$ cat src/hdl/rrts_pkg.sv
// Shared types and constants for the round-robin task scheduler.
// No dependencies; imported by the controller, the datapath and the top level.
package rrts_pkg;

    localparam int DEF_NUM_TASKS = 8;
    localparam int TICK_W        = 32;
    localparam int TASK_ID_W     = 3;
    localparam int MASK_W        = 8;

    localparam logic OP_TICK  = 1'b0;
    localparam logic OP_DELAY = 1'b1;

    typedef enum logic [2:0] {
        S_IDLE,
        S_TICK,
        S_DELAY,
        S_PICK,
        S_DONE
    } t_state;

    typedef struct packed {
        logic start;
        logic scan;
        logic delay;
        logic pick;
        logic emit;
    } t_dp_cmd;

    typedef struct packed {
        logic scan_done;
        logic pick_done;
    } t_dp_sts;

endpackage

$ cat src/hdl/rrts_ctrl.sv
// Sequencing state machine for the round-robin task scheduler.
// Depends on rrts_pkg; drives rrts_dp through command and status structs.
module rrts_ctrl (
    input  logic              i_clk,
    input  logic              i_rst_n,
    input  logic              i_start,
    input  logic              i_op,
    input  rrts_pkg::t_dp_sts i_sts,
    output rrts_pkg::t_dp_cmd o_cmd,
    output logic              o_busy
);
    import rrts_pkg::*;

    t_state r_state;
    t_state n_state;

    always_ff @(posedge i_clk) begin
        if (!i_rst_n) begin
            r_state <= S_IDLE;
        end else begin
            r_state <= n_state;
        end
    end

    always_comb begin
        n_state = r_state;
        o_cmd   = '0;
        unique case (r_state)
            S_IDLE: begin
                if (i_start) begin
                    o_cmd.start = 1'b1;
                    n_state     = (i_op == OP_DELAY) ? S_DELAY : S_TICK;
                end
            end
            S_TICK: begin
                o_cmd.scan = 1'b1;
                if (i_sts.scan_done) begin
                    n_state = S_PICK;
                end
            end
            S_DELAY: begin
                o_cmd.delay = 1'b1;
                n_state     = S_PICK;
            end
            S_PICK: begin
                o_cmd.pick = 1'b1;
                if (i_sts.pick_done) begin
                    n_state = S_DONE;
                end
            end
            S_DONE: begin
                o_cmd.emit = 1'b1;
                n_state    = S_IDLE;
            end
            default: begin
                n_state = S_IDLE;
            end
        endcase
    end

    assign o_busy = (r_state != S_IDLE);

endmodule

$ cat src/hdl/rrts_dp.sv
// Datapath of the round-robin task scheduler: tick counter, ready marks,
// wake tick memory, round-robin pointer and result registers. Depends on rrts_pkg.
module rrts_dp #(
    parameter int NUM_TASKS = rrts_pkg::DEF_NUM_TASKS
) (
    input  logic                           i_clk,
    input  logic                           i_rst_n,
    input  rrts_pkg::t_dp_cmd              i_cmd,
    input  logic                           i_op,
    input  logic [rrts_pkg::TICK_W-1:0]    i_delay_ticks,
    output rrts_pkg::t_dp_sts              o_sts,
    output logic                           o_valid,
    output logic [rrts_pkg::TASK_ID_W-1:0] o_running_task,
    output logic [rrts_pkg::TICK_W-1:0]    o_tick_now,
    output logic [rrts_pkg::MASK_W-1:0]    o_ready_mask
);
    import rrts_pkg::*;

    localparam int IW = (NUM_TASKS > 1) ? $clog2(NUM_TASKS) : 1;
    localparam int CW = $clog2(NUM_TASKS + 1);

    logic [TICK_W-1:0]    r_tick;
    logic [NUM_TASKS-1:0] r_ready;
    logic [IW-1:0]        r_cur;
    logic [CW-1:0]        r_idx;
    logic                 r_chk_vld;
    logic [CW-1:0]        r_k;
    logic [IW-1:0]        r_cand;
    logic [TICK_W-1:0]    r_delay;
    logic [TICK_W-1:0]    r_rd_data;
    logic [IW-1:0]        r_rd_idx;
    logic [TICK_W-1:0]    r_wake_mem [NUM_TASKS];

    logic                 r_valid;
    logic [TASK_ID_W-1:0] r_out_task;
    logic [TICK_W-1:0]    r_out_tick;
    logic [MASK_W-1:0]    r_out_mask;

    logic                 w_idx_live;
    logic                 w_hit;
    logic                 w_k_last;
    logic [IW+2:0]        w_cur_ext;
    logic [NUM_TASKS+7:0] w_ready_ext;

    function automatic logic [IW-1:0] f_next(input logic [IW-1:0] v);
        logic [IW-1:0] res;
        if (v == IW'(NUM_TASKS - 1)) begin
            res = '0;
        end else begin
            res = v + IW'(1);
        end
        return res;
    endfunction

    assign w_idx_live = (r_idx != CW'(NUM_TASKS));
    assign w_hit      = (r_cand != '0) && r_ready[r_cand];
    assign w_k_last   = (r_k == CW'(NUM_TASKS));

    assign o_sts.scan_done = !w_idx_live && r_chk_vld;
    assign o_sts.pick_done = w_hit || w_k_last;

    always_ff @(posedge i_clk) begin
        if (!i_rst_n) begin
            r_tick    <= '0;
            r_ready   <= '1;
            r_cur     <= IW'(1);
            r_idx     <= '0;
            r_chk_vld <= 1'b0;
            r_k       <= '0;
            r_cand    <= '0;
            r_valid   <= 1'b0;
        end else begin
            r_valid <= i_cmd.emit;
            if (i_cmd.start) begin
                r_idx     <= CW'(1);
                r_chk_vld <= 1'b0;
                r_k       <= CW'(1);
                r_cand    <= f_next(r_cur);
                if (i_op == OP_TICK) begin
                    r_tick <= r_tick + TICK_W'(1);
                end
            end
            if (i_cmd.scan) begin
                if (w_idx_live) begin
                    r_idx     <= r_idx + CW'(1);
                    r_chk_vld <= 1'b1;
                end else begin
                    r_chk_vld <= 1'b0;
                end
                // wake on the tick that reaches the stored wake tick
                if (r_chk_vld && !r_ready[r_rd_idx] && (r_rd_data <= r_tick)) begin
                    r_ready[r_rd_idx] <= 1'b1;
                end
            end
            if (i_cmd.delay && (r_cur != '0)) begin
                r_ready[r_cur] <= 1'b0;
            end
            if (i_cmd.pick) begin
                if (w_hit) begin
                    r_cur <= r_cand;
                end else if (w_k_last) begin
                    r_cur <= '0;
                end else begin
                    r_cand <= f_next(r_cand);
                    r_k    <= r_k + CW'(1);
                end
            end
        end
    end

    always_ff @(posedge i_clk) begin
        if (i_cmd.start) begin
            r_delay <= i_delay_ticks;
        end
        if (i_cmd.scan && w_idx_live) begin
            r_rd_data <= r_wake_mem[r_idx[IW-1:0]];
            r_rd_idx  <= r_idx[IW-1:0];
        end
        if (i_cmd.delay && (r_cur != '0)) begin
            r_wake_mem[r_cur] <= r_delay + r_tick;
        end
    end

    assign w_cur_ext   = {3'b000, r_cur};
    assign w_ready_ext = {8'h00, r_ready};

    always_ff @(posedge i_clk) begin
        if (i_cmd.emit) begin
            r_out_task <= w_cur_ext[TASK_ID_W-1:0];
            r_out_tick <= r_tick;
            r_out_mask <= w_ready_ext[MASK_W-1:0];
        end
    end

    assign o_valid        = r_valid;
    assign o_running_task = r_out_task;
    assign o_tick_now     = r_out_tick;
    assign o_ready_mask   = r_out_mask;

endmodule

$ cat src/hdl/round_robin_task_scheduler.sv
// Round-robin task scheduler, top level. A tick request runs the wake-tick scan, then the
// round-robin search of 1..N tasks; a delay request writes its wake tick, then searches.
// No request is taken while one runs; start is taken again in the cycle o_valid shows.
// The wake-tick scan reads one memory entry a cycle and the search checks one task a cycle.
// Synchronous active-low reset: tick 0, every task ready, task 1 running, no clearing pass.
// The receiver cannot stall: each result is flagged by o_valid for one cycle only.
module round_robin_task_scheduler #(
    parameter int NUM_TASKS = rrts_pkg::DEF_NUM_TASKS
) (
    input  logic                           i_clk,
    input  logic                           i_rst_n,
    input  logic                           start,
    output logic                           busy,
    input  logic                           i_op,
    input  logic [rrts_pkg::TICK_W-1:0]    i_delay_ticks,
    output logic                           o_valid,
    output logic [rrts_pkg::TASK_ID_W-1:0] o_running_task,
    output logic [rrts_pkg::TICK_W-1:0]    o_tick_now,
    output logic [rrts_pkg::MASK_W-1:0]    o_ready_mask
);
    import rrts_pkg::*;

    // Command and status between the sequencer and the datapath
    t_dp_cmd w_cmd;
    t_dp_sts w_sts;

    // Sequencer: accept the request, then walk the tick scan or the delay
    // write, then the round-robin search, then emit the result.
    rrts_ctrl u_ctrl (
        .i_clk   (i_clk),
        .i_rst_n (i_rst_n),
        .i_start (start),
        .i_op    (i_op),
        .i_sts   (w_sts),
        .o_cmd   (w_cmd),
        .o_busy  (busy)
    );

    // Datapath: hold the tick counter, ready marks and wake ticks; the wake
    // ticks live in a single-port memory, read once for each task but task 0 during a tick.
    // Task 0 (idle) is never blocked, so its ready mark stays set.
    rrts_dp #(
        .NUM_TASKS (NUM_TASKS)
    ) u_dp (
        .i_clk          (i_clk),
        .i_rst_n        (i_rst_n),
        .i_cmd          (w_cmd),
        .i_op           (i_op),
        .i_delay_ticks  (i_delay_ticks),
        .o_sts          (w_sts),
        .o_valid        (o_valid),
        .o_running_task (o_running_task),
        .o_tick_now     (o_tick_now),
        .o_ready_mask   (o_ready_mask)
    );

endmodule

$ cat config.mk
export PLATFORM = sky130hd
export DESIGN_NAME = round_robin_task_scheduler
export DESIGN_NICKNAME = d
export VERILOG_FILES = /design/src/hdl/rrts_pkg.sv /design/src/hdl/rrts_ctrl.sv /design/src/hdl/rrts_dp.sv /design/src/hdl/round_robin_task_scheduler.sv
export SDC_FILE = /design/constraint.sdc
export NUM_CORES = 1
export LEC_CHECK = 0
export ABC_AREA = 0
export BUFFER_PORTS_ARGS = -buffer_cell sky130_fd_sc_hd__clkbuf_2
export CORE_ASPECT_RATIO = 1.2
export CORE_MARGIN = 8
export CORE_UTILIZATION = 60
export DETAILED_ROUTE_END_ITERATION = 7
export PLACE_DENSITY = 0.79
export SLEW_MARGIN = 30
export SYNTH_ARGS = -nofsm -noshare
export SYNTH_HDL_FRONTEND = slang
export SYNTH_SLANG_ARGS = --single-unit
$ cat constraint.sdc
create_clock -name i_clk -period 6.1 [get_ports i_clk]
set_clock_uncertainty 0.2 [all_clocks]
set_input_delay 1.22 -clock i_clk [delete_from_list [all_inputs] [get_ports i_clk]]
set_output_delay 1.22 -clock i_clk [all_outputs]
set_load 0.01 [all_outputs]
[Yosys cells after proc, flatten, opt, wreduce, memory -nomap -nowiden]
Memories as Yosys holds them, arrays and structs flattened. A register that Yosys moved wholly into a read port is not among the register bits.
Cells that the tools add are included.
Widths: inputs -> output; s select.
Word-level totals
  output and inout port bits: 45
  logic and storage cells: 105
  bits in registers: 137
  bits in writable memories: 256
  memories: 1
Cells by class
  bitwise logic cells: 4
  equal/unequal tests: 11
  reductions and logical operators: 20
  magnitude comparators: 6
  $add $sub $neg: 6
  muxes and demuxes: 43
Memory list
  u_dp.r_wake_mem: words 8, bits a word 32, read ports 1, clocked after memory_dff 1, write ports 1, line rrts_dp.sv:32  | logic [TICK_W-1:0] r_wake_mem [NUM_TASKS];
Operators by type and width (number)
  $mux 3: 11
  $add 32x1->32 const B: 1
  $add 32x32->32: 1
  $le 32x32->1: 1
  $mux 8: 4
  $mux 4: 7
  $mux 1: 15
  $lt 3x4->1 const B: 3
  $pmux 3 s4: 1
  $eq 3x3->1 const B: 3
  $reduce_bool 3->1: 3
  $add 4x1->4 const B: 2
  $and 8x8->8: 1
  $logic_and 1x1->1: 8
  $not 8->8: 1
  $or 8x8->8: 1
  $add 3x1->3 const B: 2
  $bmux 1 s3: 2
  $demux 1 s3: 2
  $eq 3x2->1 const B: 2
  $ge 3x1->1 const B: 2
  $eq 4x4->1 const B: 1
  $ne 2x1->1 const B: 2
  $ne 4x4->1 const B: 1
  other kinds (10): 13

[Depth between registers and ports, before layout]
  depth in word-level cells: 10
  depth in mapped cells: 10

[Cells and area by module]
Synthesis repeated with hierarchy kept, for this count alone.
Second synthesis, totals
  cells, all modules: 1175
  area total of the unflattened synthesis: 18231.2 um2
Modules (own cells, without submodules)
  rrts_dp: cells an instance 1154, area an instance 18061.1 um2, times used 1, seq. area each 12111.6 um2
  rrts_ctrl: cells an instance 21, area an instance 170.2 um2, times used 1, seq. area each 60.1 um2

[Least setup slack after synthesis]
Ideal clock, no wire load.
  path kind: reg2reg
  start point: register u_dp.r_cur[1]
  end point: register u_dp.r_ready[1]
  clock period less this slack: 4192 ps
  cell stages (with the launch flop): 8
  path slack: 1908 ps
  buffers on the path: 0
  setup time: 243 ps
  arrival time: 3749 ps
  data required time: 5657 ps
  path through: dfxtp_1 inv_1 ha_1 nor2b_1 nor4b_1 nand2_1 nor3_1 o21ai_0
On the way
  cells in the longest elaborated chain, start to end: 7
  elaborated cells between the ends (all ways): 10
Ends and longest elaborated chain
  start, declared: line rrts_dp.sv:24  | logic [IW-1:0] r_cur;
  start signal, assigned: line rrts_dp.sv:100  | r_cur <= r_cand;
  $lt 3x4->1 (not written as such) / $ge 3x1->1 (equally long branches): line rrts_dp.sv:96  | r_ready[r_cur] <= 1'b0;
  $logic_and 1x1->1 (not written as such): line rrts_dp.sv:96
  $mux 1 (not written as such): line rrts_dp.sv:96
  $demux 1 s3
  $not 8->8 (no line)
  $and 8x8->8 (no line)
  $mux 8 (*): line rrts_dp.sv:95  | if (i_cmd.delay && (r_cur != '0)) begin
  end signal, assigned: line rrts_dp.sv:65  | r_ready <= '1;
  end signal, assigned by index: line rrts_dp.sv:92  | r_ready[r_rd_idx] <= 1'b1;
  end signal, assigned by index: line rrts_dp.sv:96
  end, declared: line rrts_dp.sv:23  | logic [NUM_TASKS-1:0] r_ready;
Mark *: on every way between the ends. The rest lies on a longest branch, timed or not.
A chain may end at the register's enable or synchronous reset.

[Final worst setup path]
  start point: register u_dp.r_tick[0]
  end point: memory u_dp.r_wake_mem[5][26] (data pin)
On the way
  cells in the longest elaborated chain, start to end: 1
Ends and longest elaborated chain
  start, declared: line rrts_dp.sv:22  | logic [TICK_W-1:0] r_tick;
  start signal, assigned: line rrts_dp.sv:80  | r_tick <= r_tick + TICK_W'(1);
  $add 32x32->32: line rrts_dp.sv:120  | r_wake_mem[r_cur] <= r_delay + r_tick;
  end, declared: line rrts_dp.sv:32
No other way between the ends.

==> key figures <==
STA
  – Setup WS post-layout: 2310 ps
  – Final Hold Fails: 0
  – RSZ-0062 raised after global routing: no
  – Slew HR: 38.8%
  – Fmax: 0.264 GHz
  – Period utilization: 62.2%
  – Hold Slack: 259 ps
  – Endpoints failing setup: 0
  – Pins Over Slew Limit: 0
  – Worst-margin pin slew: 918 ps
  – Setup TNS Final: 0 ps
  – Tmin final: 3790 ps

Critical path
  – Setup crit start kind: register
  – Worst setup EP type: register
  – Crit path arrival time: 3830 ps
  – CP max FO: 8
  – Critical path required time: 6140 ps
  – Critical path class: register to register

Power and ir drop
  – Lkg Pwr: 7.50 nW
  – Worst vdd ir: 0.000199 V
  – P per Cell Area: 324 nW/um^2
  – Pwr Total: 6.72 mW

Floorplanning
  – Die ar.: 36400 um^2
  – Die Ht: 208 um
  – Ports: 81
  – Core Area: 30300 um^2
  – Site row count: 70
  – Starting Density: 60.5%
  – Die W: 176 um

Global routing
  – Initial antenna violation count: 0
  – Grt ovf: 0
  – Total GRT Usage: 22.7%
  – Largest net degree at the start of global routing: 70
  – Vias in the first global route: 11500
  – First-pass GRT wire length: 64.1 mm

Yosys
  – Seq/Total Area, Yosys: 66.4%
  – Mux contribution to synthesized area: 8.10%
  – Unique masters post-synth: 62
  – Syn nets: 1350
  – Synth Area in Adders: 5.16%
  – Synthesized area per cell: 14.8 um^2
  – Post-synth top flop: edfxtp_1
  – Mapped Cells: 1239
  – Synth warnings: 0
  – Synth Area in Compound Gates: 6.19%
  – Flops & latches, synth: 425
  – Mapped Area: 18300 um^2
  – Largest family of logic cells by synthesized area: simple AND/OR/NAND/NOR gates
  – Asr flop ratio synth: 0%
  – Post-synth EDFFs: 366
  – XOR/XNOR Fraction of Synth Area: 2.48%
  – Simple-gate portion of the synthesized area: 9.68%

Clocking
  – Deepest clock path buffer count: 3
  – PostCTS Resize Cnt: 0
  – Setup bufs post-CTS: 0
  – CTS tree: built
  – CTS root buf: clkbuf_16
  – Worst-path clk slew: 60 ps
  – Worst-Skew Late Latency: 550 ps
  – Num CTS Buffers: 42
  – CTS Sinks: 425
  – Hold_buf cts: 0
  – CTS H-Tree Depth: 2

Route
  – DR top layer: met4
  – Starting DRT DRC Count: 1031
  – Met3 routed WL: 3.26 mm
  – Antenna-violating nets left: 0
  – Wire per inst: 23.3 um
  – TritonRoute pass-1 iters: 6
  – Met2 Routed Length: 19.8 mm
  – Met1 wire length: 16.2 mm
  – Post-Route WL: 41.1 mm
  – Residual DRC: 0
  – Vias: 10900
  – Vias per Instance: 6.17

Job
  – Total of max-cap violations: 0

Placement
  – Routability cong.: 0.873
  – DP HPWL: 26.0 mm
  – Place WS: 2310 ps
  – Port Buffers: 80

Final layout
  – Fill cells: 2000
  – Synth-to-layout area growth: 13.0%
  – N_diodes: 0
  – Share of layout cells above drive strength 1: 18.3%
  – Nets: 1446

Worst hold path
  – Hold crit path type: register to register

Outcome
  – Outcome: complete, no violations
==> state kept, by name, indices dropped and copies added, names as in the netlist, 3 cells and up <==
signal,count
u_dp.r_k,4
u_dp.r_tick,32
u_dp.o_running_task,3
u_dp.r_rd_data,32
u_dp.r_cand,3
u_dp.r_delay,32
u_ctrl.r_state,3
u_dp.r_idx,4
u_dp.o_tick_now,32
u_dp.r_ready,8
u_dp.o_ready_mask,8
u_dp.r_cur,3
u_dp.r_rd_idx,3
u_dp.r_wake_mem,256
==> power by group <==
part / internal, mW / switching (mW)
clock network: 1.64 / 1.08
registers: 3.31 / 0.0757
logic: 0.257 / 0.363
total: 5.20 / 1.52
==> layout make-up <==
| type | count | area (um^2) | area share, % |
|---|---|---|---|
| clock inverters | 23 | 272 | 1.31 |
| flip-flops and latches | 425 | 12200 | 58.8 |
| clock buffers | 55 | 1190 | 5.76 |
| well taps | 396 | 495 | 2.39 |
| repair buffers | 93 | 502 | 2.42 |
| inverters | 55 | 208 | 1.00 |
| multi-input cells | 718 | 5880 | 28.4 |
==> cells in the final DEF (no fill, tap or decap), drive strengths merged, types with 7 or more instances in the layout <==
master / n
a211oi: 7
a21boi: 9
a21o: 32
a21oi: 41
a31oi: 19
and2: 35
and3: 10
buf: 14
clkbuf: 134
clkinv: 16
dfxtp: 59
edfxtp: 366
ha: 74
inv: 53
mux4: 66
nand2: 150
nand3: 26
nand4: 22
nor2: 33
nor2b: 13
nor3: 19
nor4: 7
o21a: 9
o21ai: 30
or3: 10
xnor2: 44
xor2: 8
==> per-stage QoR <==
step,area [um^2],util (%),instances
floorplan,18300,-,1239
global placement,19200,63.5,1687
detailed placement,19300,63.5,1687
CTS,20700,68.4,1765
global route,20700,68.4,1765
finish,20700,68.4,1765
==> layer usage <==
layer | GRT usage (%) | vias to the layer above
met1 | 28.3 | 5382
met3 | 5.09 | 111
met4 | 11.0 | 0
met5 | 0 | -
met2 | 37.1 | 463
li1 | - | 4928
==> critical path, stage by stage (launching register included) <==
cell and delay (ps):
dfxtp_1 460, ha_1 270, inv_1 70, fa_1 420
nor2b_1 180, o2111ai_1 200, a21oi_1 280, o21ai_1 260
a311oi_1 410, nor3_1 100, nor3_1 630
==> logic make-up (layout without fill, tap and decap cells) <==
kind of cell    count (synthesis)  in the layout
simple gates                  350            350
flops                         425            425
buf+inv                        96            226
compound gates                175            175
mux                            66             66
fa+ha+maj                      75             75
xor+xnor                       52             52
==> worst paths after layout <==
kind | slack, ps | start | cells after the start | to
max reg2reg | 2310 | u_dp.r_tick[0] | 10 | u_dp.r_wake_mem[5][26]
max | 2310 | u_dp.r_tick[0] | 10 | u_dp.r_wake_mem[5][26]
min | 260 | u_dp.r_ready[4] | 0 | u_dp.o_ready_mask[4]
min reg2reg | 260 | u_dp.r_ready[4] | 0 | u_dp.o_ready_mask[4]
==> Yosys cell counts (5+ instances only) <==
cell | count | area share, %
nor3b_1 | 6 | 0.25
a211oi_1 | 7 | 0.29
nor4_1 | 5 | 0.17
or3_1 | 10 | 0.34
and2_1 | 35 | 1.2
nor3_1 | 18 | 0.49
nand3_1 | 26 | 0.71
a21oi_1 | 41 | 1.1
o21ai_0 | 29 | 0.79
xor2_1 | 8 | 0.38
dfxtp_1 | 59 | 6.4
buf_1 | 10 | 0.20
o21a_1 | 9 | 0.37
xnor2_1 | 44 | 2.1
inv_1 | 55 | 1.1
a21boi_0 | 8 | 0.33
nand2_1 | 149 | 3.0
a31oi_1 | 19 | 0.65
edfxtp_1 | 366 | 60
mux4_2 | 66 | 8.1
and3_1 | 10 | 0.34
nor2_1 | 32 | 0.65
nand4_1 | 21 | 0.72
a21o_1 | 32 | 1.3
ha_1 | 74 | 5.0
clkbuf_1 | 28 | 0.57
nor2b_1 | 13 | 0.44
Note: power is estimated with default switching activity, not from simulation.
